<file path="src/rtl/core/fxd_pkg.sv">
// shared types, constants and sine table for the frequency translating fir decimator
`timescale 1ns / 1ps
package fxd_pkg;

  localparam int MAX_TAPS_DEF    = 64;
  localparam int MAX_DECIM_DEF   = 64;
  localparam int SINE_TABLE_BITS = 10;
  localparam int QTR_LEN         = 1 << (SINE_TABLE_BITS - 2);
  localparam longint HALF_PI_Q30 = 64'd1686629713;
  localparam int CFG_IDX_W       = 2;
  localparam int CFG_DATA_W      = 7;

  typedef enum logic [CFG_IDX_W-1:0] {
    CFG_DECIMATION = 2'd0,
    CFG_TAP_COUNT  = 2'd1
  } cfg_reg_t;

  typedef enum logic [1:0] {
    MODE_SAMPLE = 2'd0,
    MODE_TAP    = 2'd1,
    MODE_RETUNE = 2'd2
  } mode_t;

  typedef enum logic [1:0] {
    CMD_SAMPLE,
    CMD_TAP,
    CMD_RETUNE
  } cmd_kind_t;

  typedef struct packed {
    cmd_kind_t   kind;
    logic        emit;
    logic [5:0]  idx;
    logic [31:0] data;
  } cmd_t;

  typedef struct packed {
    logic clearing;
  } back_stat_t;

  typedef enum logic [2:0] {
    B_CLEAR,
    B_IDLE,
    B_MAC,
    B_DRAIN,
    B_ROT_MUL,
    B_ROT_SUM,
    B_RET_MUL,
    B_RET_ADD
  } back_state_t;

  typedef logic signed [15:0] qtab_t [0:QTR_LEN];

  // quarter wave built by a taylor series in q30, rounded to q1.15
  function automatic qtab_t build_qsine();
    qtab_t       tab;
    logic [63:0] x;
    logic [63:0] x2;
    logic [63:0] t;
    longint      sum;
    longint      q;
    for (int r = 0; r <= QTR_LEN; r++) begin
      x   = (HALF_PI_Q30 * 64'(r)) >> (SINE_TABLE_BITS - 2);
      x2  = (x * x) >> 30;
      t   = x;
      sum = longint'(x);
      t   = ((t * x2) >> 30) / 64'd6;
      sum = sum - longint'(t);
      t   = ((t * x2) >> 30) / 64'd20;
      sum = sum + longint'(t);
      t   = ((t * x2) >> 30) / 64'd42;
      sum = sum - longint'(t);
      t   = ((t * x2) >> 30) / 64'd72;
      sum = sum + longint'(t);
      t   = ((t * x2) >> 30) / 64'd110;
      sum = sum - longint'(t);
      t   = ((t * x2) >> 30) / 64'd156;
      sum = sum + longint'(t);
      if (sum < 0) sum = 0;
      q = (sum + 16384) >>> 15;
      if (q > 32767) q = 32767;
      tab[r] = q[15:0];
    end
    return tab;
  endfunction

  localparam qtab_t QSINE = build_qsine();

  function automatic logic signed [15:0] sin_q15(input logic [31:0] ph);
    logic [SINE_TABLE_BITS-1:0] n;
    logic [1:0]                 quad;
    logic [SINE_TABLE_BITS-3:0] r;
    logic [SINE_TABLE_BITS-2:0] ri;
    logic signed [15:0]         v;
    n    = ph[31 -: SINE_TABLE_BITS];
    quad = n[SINE_TABLE_BITS-1 -: 2];
    r    = n[SINE_TABLE_BITS-3:0];
    if (quad[0]) ri = (SINE_TABLE_BITS-1)'(QTR_LEN) - {1'b0, r};
    else         ri = {1'b0, r};
    v = QSINE[ri];
    return quad[1] ? -v : v;
  endfunction

  function automatic logic signed [15:0] cos_q15(input logic [31:0] ph);
    return sin_q15(ph + 32'h4000_0000);
  endfunction

endpackage

</file>
<file path="src/rtl/core/fxd_queue.sv">
// two entry command queue between front and back
`timescale 1ns / 1ps
module fxd_queue (
  input  logic          clk,
  input  logic          rst_n,
  input  logic          push,
  input  fxd_pkg::cmd_t push_cmd,
  input  logic          pop,
  output fxd_pkg::cmd_t head,
  output logic          empty,
  output logic          full
);
  import fxd_pkg::*;

  cmd_t       mem_r [2];
  logic       wp_r, rp_r;
  logic [1:0] cnt_r;

  assign empty = (cnt_r == 2'd0);
  assign full  = (cnt_r == 2'd2);
  assign head  = mem_r[rp_r];

  always_ff @(posedge clk) begin
    if (push) mem_r[wp_r] <= push_cmd;
  end

  always_ff @(posedge clk) begin
    if (!rst_n) begin
      wp_r  <= 1'b0;
      rp_r  <= 1'b0;
      cnt_r <= 2'd0;
    end else begin
      if (push) wp_r <= ~wp_r;
      if (pop)  rp_r <= ~rp_r;
      cnt_r <= cnt_r + {1'b0, push} - {1'b0, pop};
    end
  end
endmodule

</file>
<file path="config.mk">
export PLATFORM = sky130hd
export DESIGN_NAME = fxd_queue
export DESIGN_NICKNAME = d
export VERILOG_FILES = /design/src/rtl/core/fxd_pkg.sv /design/src/rtl/core/fxd_queue.sv
export SDC_FILE = /design/constraint.sdc
export NUM_CORES = 1
export LEC_CHECK = 0
export BUFFER_PORTS_ARGS = -buffer_cell sky130_fd_sc_hd__buf_2
export CAP_MARGIN = 5
export CORE_MARGIN = 2
export CORE_UTILIZATION = 40
export CTS_BUF_LIST = sky130_fd_sc_hd__clkbuf_4
export DETAILED_ROUTE_END_ITERATION = 12
export GPL_TIMING_DRIVEN = 0
export HOLD_SLACK_MARGIN = 0.1
export MAX_ROUTING_LAYER = met4
export SYNTH_ARGS = -nofsm -noshare
export SYNTH_HDL_FRONTEND = slang
export SYNTH_SLANG_ARGS = --single-unit
</file>
<file path="constraint.sdc">
create_clock -name clk -period 5.5 [get_ports clk]
set_clock_uncertainty 0.05 [all_clocks]
set_input_delay 0.55 -clock clk [delete_from_list [all_inputs] [get_ports clk]]
set_output_delay 0.55 -clock clk [all_outputs]
set_load 0.02 [all_outputs]
</file>
==> impl_metrics.csv <==
group,metric,value,unit
yosys,synthCells,149,
die,core_area,8217,um^2
worst_setup_path,arrival,1.53,ns
route,dr_wl_met3,348,um
layout,multiInputGateArea,738.2,um^2
global_routing,antenna_found_initial,0,
yosys,syn-cell-area,3391,um^2
die,io_pins,88,
worst_setup_path,required,4.90,ns
route,drc,0,
worst_setup_path,startpoint_type,"flop",
worst_setup_path,reg2reg_depth,2,
yosys,synth-seq-cells,87,
global_routing,grt_pass1_wl,7.783,mm
layout,nets,296,
route,top_layer,"met4",
worst_setup_path,reg2reg_to,"mem_r[1][13]",
worst_setup_path,reg2reg_from,"wp_r",
timing,drv_slew,0,
outcome,status,"complete, no violations",
route,wl_met2,2.399,mm
min_path,whs_endpoint,"mem_r[0][36]",
placed_design,port_buffers,87,
clocking,clock_latency,0.40,ns
flow_run,max_cap_viol_count,0,
worst_setup_path,r2r_setup_slack,3.94,ns
yosys,synth.distinct_cells,14,
route,routedWlPerCell,14.37,um
timing,worst_pin_slew,0.6194,ns
yosys,synth_nets,196,
power_and_ir_drop,power.share.clock,23.1,%
power_and_ir_drop,switching_share,25.50,%
placed_design,hpwl,3.559,mm
yosys,ys_seq_area_share,75.57,%
worst_setup_path,max_stage_delay,0.35,ns
clocking,numClockSinks,87,
layout,fin_cells,359,
clocking,clkTransAtPathRegs,0.14,ns
timing,max-slew-margin-rel,58.62,%
power_and_ir_drop,power_switching,331.1,uW
timing,period_share,38.70,%
min_path,worst_hold_startpoint,"push_cmd[36]",
clocking,post_cts_resized,0,
timing,fmax,469.9,MHz
clocking,cts_buffer_depth,2,
placed_design,dp.cells,343,
route,wl_met1,2.308,mm
layout,num-fill-cells,711,
power_and_ir_drop,total_power,1298,uW
die,std_cell_rows,33,
clocking,cts_hold_buf,0,
timing,period_needed,2.128,ns
layout,final_cell_mix,"87 x buf_2, 82 x edfxtp_1, 40 x mux2_4",
global_routing,grt_overflow,0,
die,dieHeight,96.07,um
route,totalWireLength,5.158,mm
power_and_ir_drop,p_leak,0.001643,uW
layout,num_antenna_cells,0,
placed_design,place_ws,3.593,ns
clocking,cts.htree.levels,3,
power_and_ir_drop,p_int,967.3,uW
global_routing,gr-usage-all-layers,12.03,%
timing,rsz0062_at_grt,"no",
clocking,cts_tree,"built",
route,ant_nets,0,
clocking,post-cts-setup-buffers,0,
route,vias_per_cell,4.485,
timing,final.setup.tns,0,ns
yosys,synth_warnings,0,
power_and_ir_drop,ir_drop,0.1539,mV
worst_setup_path,path_max_fanout,10,
yosys,syn_area_per_cell,22.76,um^2
layout,final_common_cell,"buf_2",
power_and_ir_drop,combPwrFrac,17.3,%
clocking,clockRootBuffer,"clkbuf_4",
placed_design,routabilityCongestion,0.6625,
timing,setup_viol,0,
worst_setup_path,slowest_stage,"dfxtp_1",
worst_setup_path,path_cells,"buf_6, buf_12, mux2_4, buf_2",
min_path,min_path_type,"input port to flop",
power_and_ir_drop,pwr-share-seq,59.7,%
layout,ff_latch_area,2562,um^2
route,detail_route.first_pass.iterations,4,
layout,area_delta_synth_final,21.77,%
global_routing,grt_max_degree,25,
timing,worst_slack,3.372,ns
worst_setup_path,worstSetupPathType,"flop to primary output",
layout,drive_gt1_share,59.84,%
route,dr_total_vias,1610,
clocking,numCtsBuffers,9,
route,drtIter0Drc,36,
power_and_ir_drop,p_per_area,314.5,nW/um^2
die,initial_core_util,41.27,%
min_path,min_path_cells,1,
timing,hold_violations,0,
die,dieArea,9229,um^2
die,die_x,96.07,um
global_routing,grt_pass1_vias,1603,
worst_setup_path,cp-end-kind,"primary output",
## flip-flops by register name (all words and copies together) (netlist names), named ones only
name	cells
wp_r	1
cnt_r	2
rp_r	1
mem_r	82
## power by group through the flow
stage	Sequential (uW)	Combinational (uW)	Clock, uW
floorplan	789	158	0
detailed placement	791	229	0
CTS	775	229	312
global placement	791	222	0
global route	778	243	339
finish	775	224	300
## metrics by stage
stage	hold WS [ns]	util, %	cell area (um^2)
2_1_floorplan	0.5046	-	3391
3_3_place_gp	0.5165	48.17	3958
3_5_place_dp	0.5280	48.85	4014
4_1_cts	0.2312	50.25	4129
5_1_grt	0.2239	50.25	4129
6_report	0.2543	50.25	4129
## critical path: cells and delay by family, from the launching register on
kind	cells	cell delay [ns]
flops	1	0.35
buf+inv	3	0.47
mux	1	0.30
## cell families after synthesis
group | after synthesis | synth area share [%]
simple gates | 9 | 1.586
flops | 87 | 75.57
fa+ha+maj | 2 | 0.7379
mux | 41 | 18.04
buf+inv | 7 | 2.915
xor+xnor | 2 | 0.9225
compound gates | 1 | 0.2215
## metal layers
layer	global-route usage, %	vias to the layer above
met5	-	-
met4	6.071	0
met3	2.897	9
met2	17.19	61
met1	16.08	764
li1	-	776
## synth_stat cells, drive strengths merged
cell type / number / area share, %
nor2: 1 / 0.11
buf: 5 / 2.7
inv: 2 / 0.22
xor2: 1 / 0.26
xnor3: 1 / 0.66
o21a: 1 / 0.22
edfxtp: 82 / 73
mux2: 41 / 18
ha: 2 / 0.74
nor2b: 4 / 0.74
dfxtp: 5 / 3.0
and2: 4 / 0.74
## worst max-delay path by stage
stage              endpoint  slack [ns]  cells after the start
5_1_grt             head[0]        3.31                      4
3_3_place_gp   mem_r[0][34]        1.21                      2
4_1_cts             head[7]        3.33                      4
2_1_floorplan   mem_r[0][0]        2.59                      1
3_5_place_dp   mem_r[0][36]        3.59                      3
6_report           head[20]        3.37                      4
## area by class of cell
| class | count | area share, % |
|---|---|---|
| sequential | 87 | 62.06 |
| multi-input combinational | 55 | 17.88 |
| timing repair buffer | 89 | 11.70 |
| tap | 105 | 3.182 |
| buffer | 5 | 2.212 |
| clock buffer | 9 | 1.636 |
| clock inverter | 7 | 1.152 |
| inverter | 2 | 0.1818 |
(Power assumes the default switching activity.)
