`config.mk`:
```
export PLATFORM = sky130hd
export DESIGN_NAME = fxd_front_flat
export DESIGN_NICKNAME = d
export VERILOG_FILES = /design/src/rtl/core/fxd_pkg.sv /design/src/rtl/core/fxd_if.sv /design/src/rtl/core/fxd_front.sv /design/src/flat_wrapper.sv
export SDC_FILE = /design/constraint.sdc
export NUM_CORES = 1
export LEC_CHECK = 0
export ABC_AREA = 1
export CAP_MARGIN = 5
export CELL_PAD_IN_SITES_DETAIL_PLACEMENT = 1
export CELL_PAD_IN_SITES_GLOBAL_PLACEMENT = 1
export CORE_AREA = 5 5 64 66
export DETAILED_ROUTE_END_ITERATION = 6
export DIE_AREA = 0 0 69 71
export DONT_BUFFER_PORTS = 1
export PLACE_DENSITY_LB_ADDON = 0.3
export SKIP_LAST_GASP = 1
export SYNTH_ARGS = -nofsm -noshare
export SYNTH_HDL_FRONTEND = slang
export SYNTH_SLANG_ARGS = --single-unit
```
`constraint.sdc`:
```
create_clock -name clk -period 2.3 [get_ports clk]
set_clock_uncertainty 0.1 [all_clocks]
set_input_delay 0.115 -clock clk [delete_from_list [all_inputs] [get_ports clk]]
set_output_delay 0.115 -clock clk [all_outputs]
set_load 0.01 [all_outputs]
```
`src/rtl/core/fxd_pkg.sv`:
```
// shared types, constants and sine table for the frequency translating fir decimator
`timescale 1ns / 1ps
package fxd_pkg;

  localparam int MAX_TAPS_DEF    = 64;
  localparam int MAX_DECIM_DEF   = 64;
  localparam int SINE_TABLE_BITS = 10;
  localparam int QTR_LEN         = 1 << (SINE_TABLE_BITS - 2);
  localparam longint HALF_PI_Q30 = 64'd1686629713;
  localparam int CFG_IDX_W       = 2;
  localparam int CFG_DATA_W      = 7;

  typedef enum logic [CFG_IDX_W-1:0] {
    CFG_DECIMATION = 2'd0,
    CFG_TAP_COUNT  = 2'd1
  } cfg_reg_t;

  typedef enum logic [1:0] {
    MODE_SAMPLE = 2'd0,
    MODE_TAP    = 2'd1,
    MODE_RETUNE = 2'd2
  } mode_t;

  typedef enum logic [1:0] {
    CMD_SAMPLE,
    CMD_TAP,
    CMD_RETUNE
  } cmd_kind_t;

  typedef struct packed {
    cmd_kind_t   kind;
    logic        emit;
    logic [5:0]  idx;
    logic [31:0] data;
  } cmd_t;

  typedef struct packed {
    logic clearing;
  } back_stat_t;

  typedef enum logic [2:0] {
    B_CLEAR,
    B_IDLE,
    B_MAC,
    B_DRAIN,
    B_ROT_MUL,
    B_ROT_SUM,
    B_RET_MUL,
    B_RET_ADD
  } back_state_t;

  typedef logic signed [15:0] qtab_t [0:QTR_LEN];

  // quarter wave built by a taylor series in q30, rounded to q1.15
  function automatic qtab_t build_qsine();
    qtab_t       tab;
    logic [63:0] x;
    logic [63:0] x2;
    logic [63:0] t;
    longint      sum;
    longint      q;
    for (int r = 0; r <= QTR_LEN; r++) begin
      x   = (HALF_PI_Q30 * 64'(r)) >> (SINE_TABLE_BITS - 2);
      x2  = (x * x) >> 30;
      t   = x;
      sum = longint'(x);
      t   = ((t * x2) >> 30) / 64'd6;
      sum = sum - longint'(t);
      t   = ((t * x2) >> 30) / 64'd20;
      sum = sum + longint'(t);
      t   = ((t * x2) >> 30) / 64'd42;
      sum = sum - longint'(t);
      t   = ((t * x2) >> 30) / 64'd72;
      sum = sum + longint'(t);
      t   = ((t * x2) >> 30) / 64'd110;
      sum = sum - longint'(t);
      t   = ((t * x2) >> 30) / 64'd156;
      sum = sum + longint'(t);
      if (sum < 0) sum = 0;
      q = (sum + 16384) >>> 15;
      if (q > 32767) q = 32767;
      tab[r] = q[15:0];
    end
    return tab;
  endfunction

  localparam qtab_t QSINE = build_qsine();

  function automatic logic signed [15:0] sin_q15(input logic [31:0] ph);
    logic [SINE_TABLE_BITS-1:0] n;
    logic [1:0]                 quad;
    logic [SINE_TABLE_BITS-3:0] r;
    logic [SINE_TABLE_BITS-2:0] ri;
    logic signed [15:0]         v;
    n    = ph[31 -: SINE_TABLE_BITS];
    quad = n[SINE_TABLE_BITS-1 -: 2];
    r    = n[SINE_TABLE_BITS-3:0];
    if (quad[0]) ri = (SINE_TABLE_BITS-1)'(QTR_LEN) - {1'b0, r};
    else         ri = {1'b0, r};
    v = QSINE[ri];
    return quad[1] ? -v : v;
  endfunction

  function automatic logic signed [15:0] cos_q15(input logic [31:0] ph);
    return sin_q15(ph + 32'h4000_0000);
  endfunction

endpackage

```
`src/rtl/core/fxd_if.sv`:
```
// stream interfaces for input items and result items
`timescale 1ns / 1ps
interface fxd_in_if;
  logic               valid;
  logic               ready;
  logic [1:0]         mode;
  logic signed [15:0] in_i;
  logic signed [15:0] in_q;
  logic [5:0]         tap_index;
  logic signed [15:0] tap_value;
  logic signed [31:0] freq_step;
  modport source (output valid, mode, in_i, in_q, tap_index, tap_value, freq_step,
                  input ready);
  modport sink (input valid, mode, in_i, in_q, tap_index, tap_value, freq_step,
                output ready);
endinterface


```
`src/rtl/core/fxd_front.sv`:
```
// front end: accepts beats, classifies them and tracks the decimation slot
`timescale 1ns / 1ps
module fxd_front #(
  parameter int MAX_TAPS  = fxd_pkg::MAX_TAPS_DEF,
  parameter int MAX_DECIM = fxd_pkg::MAX_DECIM_DEF,
  localparam int DW = $clog2(MAX_DECIM + 1)
) (
  input  logic                clk,
  input  logic                rst_n,
  fxd_in_if.sink              in_ch,
  input  logic [DW-1:0]       decim,
  input  fxd_pkg::back_stat_t stat,
  input  logic                q_full,
  output logic                push,
  output fxd_pkg::cmd_t       push_cmd
);
  import fxd_pkg::*;

  logic [DW-1:0] cnt_r, cnt_nxt;
  logic [DW:0]   cnt_inc;
  logic          acc;

  assign in_ch.ready = !q_full && !stat.clearing;
  assign acc         = in_ch.valid && in_ch.ready;
  assign cnt_inc     = {1'b0, cnt_r} + 1'b1;

  always_comb begin
    push          = 1'b0;
    cnt_nxt       = cnt_r;
    push_cmd.kind = CMD_SAMPLE;
    push_cmd.emit = (cnt_r == '0);
    push_cmd.idx  = in_ch.tap_index;
    push_cmd.data = {in_ch.in_q, in_ch.in_i};
    if (acc) begin
      unique case (in_ch.mode)
        MODE_SAMPLE: begin
          push    = 1'b1;
          cnt_nxt = (cnt_inc >= {1'b0, decim}) ? '0 : cnt_inc[DW-1:0];
        end
        MODE_TAP: begin
          push_cmd.kind = CMD_TAP;
          push_cmd.data = {16'd0, in_ch.tap_value};
          push          = (32'(in_ch.tap_index) < MAX_TAPS);
        end
        MODE_RETUNE: begin
          push_cmd.kind = CMD_RETUNE;
          push_cmd.data = in_ch.freq_step;
          push          = 1'b1;
        end
        default: ;
      endcase
    end
  end

  always_ff @(posedge clk) begin
    if (!rst_n) cnt_r <= '0;
    else        cnt_r <= cnt_nxt;
  end
endmodule

```
`src/flat_wrapper.sv`:
```
// flat-port wrapper written by rule: the top's interface ports become plain ports
module fxd_front_flat import fxd_pkg::*;
#(
  parameter int MAX_TAPS  = fxd_pkg::MAX_TAPS_DEF,
  parameter int MAX_DECIM = fxd_pkg::MAX_DECIM_DEF,
  localparam int DW = $clog2(MAX_DECIM + 1)
)
  (clk, rst_n, decim, stat, q_full, push, push_cmd, in_ch_valid, in_ch_mode, in_ch_in_i, in_ch_in_q, in_ch_tap_index, in_ch_tap_value, in_ch_freq_step, in_ch_ready);
  fxd_in_if in_ch_i ();
  input  logic clk;
  input  logic rst_n;
  input  logic [DW-1:0] decim;
  input  fxd_pkg::back_stat_t stat;
  input  logic q_full;
  output logic push;
  output fxd_pkg::cmd_t push_cmd;
  input wire logic [$bits(in_ch_i.valid)-1:0] in_ch_valid;
  input wire logic [$bits(in_ch_i.mode)-1:0] in_ch_mode;
  input wire logic [$bits(in_ch_i.in_i)-1:0] in_ch_in_i;
  input wire logic [$bits(in_ch_i.in_q)-1:0] in_ch_in_q;
  input wire logic [$bits(in_ch_i.tap_index)-1:0] in_ch_tap_index;
  input wire logic [$bits(in_ch_i.tap_value)-1:0] in_ch_tap_value;
  input wire logic [$bits(in_ch_i.freq_step)-1:0] in_ch_freq_step;
  output wire logic [$bits(in_ch_i.ready)-1:0] in_ch_ready;
  assign in_ch_i.valid = in_ch_valid;
  assign in_ch_i.mode = in_ch_mode;
  assign in_ch_i.in_i = in_ch_in_i;
  assign in_ch_i.in_q = in_ch_in_q;
  assign in_ch_i.tap_index = in_ch_tap_index;
  assign in_ch_i.tap_value = in_ch_tap_value;
  assign in_ch_i.freq_step = in_ch_freq_step;
  assign in_ch_ready = in_ch_i.ready;
  fxd_front #(.MAX_TAPS(MAX_TAPS), .MAX_DECIM(MAX_DECIM)) u_core (.clk(clk), .rst_n(rst_n), .in_ch(in_ch_i), .decim(decim), .stat(stat), .q_full(q_full), .push(push), .push_cmd(push_cmd));
endmodule
```
==> results.md <==
* # port buffers at 0
* Fin nets at 279
* Crit path from: u_core.cnt_r[0]
* Routed Antenna Nets at 0
* Levels on crit path at 12
* Final Setup Violations at 0
* Reg-to-Reg End: u_core.cnt_r[4]
* Max-Cap Viols at 0
* Clock sinks at 7
* Biggest register: u_core.cnt_r
* Crit. End Element: flip-flop
* Core Region at roughly 3500 um2
* Worst-path cell chain: ha_1, nand2_1, nor2_2, nand3_1, o21ai_0, ha_1, nand2_1, nand2_1, nor2_1, buf_4, nand3_1, a21oi_1
* Pin count of the biggest net entering global routing at 33
* Postcts setup bufs at 0
* Placed inst area at 1297 um2
* Hold Vio Cnt, Final at 0
* Share of cells above drive strength 1 at around a fifth
* Startpoint Class: flip-flop
* P&R area growth vs syn at 1.130%
* # IOs at 143
* Mean Syn Cell Area at about 7.6 um2
* Max Freq at 0.4716 GHz
* Status: complete, no violations
* Worst path slowest cell: dfxtp_2
* Post-route minimum period at 2.121 ns
* Sequential share of the synthesized area at 10.55%
* Setup Slack @ Placement at between 0.03 and 0.04 ns
* Cell Rows at 22
* Setup CP Type: reg -> reg
* FF-to-FF path depth at 12
* First-pass GRT wire length at between 6 and 7 mm
* #FFs+latches synth at 7
* Relative slew slack at between 60% and 70%
* Crit path required time at ~2.4 ns
* Via count at ~1300
* Fin. max-slew vios at 0
* FF-to-FF setup slack at 0.18 ns
* Least-Margin Pin Slew at between 0.5 and 0.6 ns
* Drt drc at 0
* Die Area at around 4900 um2
* CTS tree: built
* Hold Crit Class: in -> out
* Setup_tns at 0 ns
* Cell family with most CP delay: simple AND/OR/NAND/NOR gates
* Critical Path Max Stage Delay at around 0.36 ns
* Synth Warn # at 0
* Syn nets at 287
* Worst Path Max Fanout at 7
* Fin worst setup slack at 0.1795 ns
* Die width at 69 um
* Post-Syn Instances at 174
* Worst vdd ir at 0.1094 mV
* Drt initial violations at 26
* RSZ-0062 raised after global routing: no
* Detail Placement HPWL at around 3.6 mm
* WL final at ~4.2 mm
* H-Tree Depth at 1
* Top flop regs: u_core.cnt_r: 7 flops
* Initial antenna violation count at 0
* Leakage at approximately 0.67 nW
* Maximum root-to-sink buffer count at 2
* Clock slew at reported path FFs at ~0.06 ns
* CTS Root Cell: clkbuf_4
* Mapped Area at 1329 um2
* CP most frequent cell: nand2_1
* ANT cells at 0
* Via/cell ratio at around 6
* Buf+Inv Stages, Crit Path at 1
* GPL Wtd Cong at slightly below 0.8
* CTS Buf Count at 3
* Starting Density at approximately 38%
* Die Ht at 71 um
* Design area at 1344 um2
* Per-cell routed wire length at just under 20 um
* Vias in the first global route at around 1400
* Arr. time, crit path at between 2 and 2.5 ns
* Gr ovfl total at 0
* Detailed Routing Iterations Pass 1 at 4
* GRT Overall Usage at 14.98%
* Fin crit share at 92.20%
* Worst R2R Start: u_core.cnt_r[0]
* Power density cells at just over 300 nW/um2
* Largest register FFs at 7
* Post-synth cell types at 25
* Clock latency at the later pin of the worst-skew pair at ~0.26 ns
* CP endpoint: u_core.cnt_r[4]
==> power by group <==
group / leakage, nW / switching, mW / internal, mW
Sequential: 0.0576 / 0.00289 / 0.124
Combinational: 0.599 / 0.0938 / 0.0740
Clock: 0.0150 / 0.0536 / 0.0667
==> layer usage <==
metal	vias to the layer above	GRT usage [%]	share of wire, %
li1	597	-	-
met1	595	14.12	35
met3	6	5.682	8.6
met2	80	30.51	55
met4	0	2.820	1.2
met5	-	0	0
==> synth_stat cells, drive strengths merged <==
master	n	share of area [%]
a21oi	8	3.0
or2	1	0.47
nand2	22	7.0
nor3	1	0.38
ha	13	12
clkbuf	2	0.57
buf	15	8.0
a32o	16	12
and3	1	0.47
a22o	16	11
xor2	1	0.66
nand3	11	4.1
nor2	12	3.8
o21ai	8	3.0
inv	24	6.8
mux2	16	16
dfxtp	7	11
==> layout make-up <==
type | instances | area (um2)
clock buffers | 4 | 26.28
fillers | 454 | 2180
inverters | 24 | 90.09
multi-input cells | 126 | 992.2
flip-flops and latches | 7 | 142.6
well taps | 48 | 60.06
repair buffers | 4 | 32.53
==> kinds of logic after synthesis <==
logic type	Yosys count	share of synthesized area, %
xor gates and xnor gates	1	0.6593
AOI/OAI and AO/OA	48	28.62
adders and majority gates	13	12.24
and+or+nand+nor	48	16.20
muxes	16	16.38
buffers and inverters	41	15.35
DFF	7	10.55
==> through the flow <==
| stage | total power, mW | hold slack [ns] | cells | utilization, % |
|---|---|---|---|---|
| floorplan | 0.2856 | 0.1242 | 174 | - |
| global placement | 0.2892 | 0.1301 | 208 | 36.83 |
| detailed placement | 0.2965 | 0.1301 | 208 | 36.83 |
| CTS | 0.4204 | 0.1301 | 213 | 37.86 |
| global route | 0.4389 | 0.1300 | 213 | 38.14 |
| finish | 0.4151 | 0.1300 | 213 | 38.14 |
==> what timing repair did <==
action | 4_1_cts | 5_1_grt
hold buffers | 1 | 0
setup endpoints to repair | 0 | 7
gates resized for setup | 0 | 5
hold endpoints to repair | 7 | 0
==> worst min path at each step <==
stage | startpoint | to | slack [ns] | cells after the start
floorplan | rst_n | u_core.cnt_r[0] | 0.12 | 2
global placement | in_ch_tap_index[1] | push_cmd[33] | 0.13 | 0
detailed placement | in_ch_tap_index[1] | push_cmd[33] | 0.13 | 0
CTS | in_ch_tap_index[1] | push_cmd[33] | 0.13 | 0
global route | in_ch_tap_index[0] | push_cmd[32] | 0.13 | 0
finish | in_ch_tap_index[1] | push_cmd[33] | 0.13 | 0
==> cells in the final DEF, fill, tap and decap left out, types with 2 or more instances in the layout <==
cell and instances:
a32o_1 16, buf_4 3, nand3_1 11, clkbuf_4 3
nand2_1 19, mux2_4 10, dfxtp_2 2, nor2_1 8
nand2_2 2, ha_1 13, dfxtp_1 5, inv_1 23
a22o_1 16, nor2_2 4, mux2_2 6, o21ai_0 8
a21oi_1 8
==> worst register-to-register path: stages, from the launching register on <==
cell and delay [ns]:
dfxtp_2 0.36, ha_1 0.19, nand2_1 0.10, nor2_2 0.18, nand3_1 0.08, o21ai_0 0.15, ha_1 0.30, nand2_1 0.07
nand2_1 0.05, nor2_1 0.10, buf_4 0.16, nand3_1 0.08, a21oi_1 0.14
No activity file was read; power rests on OpenSTA's default activity.
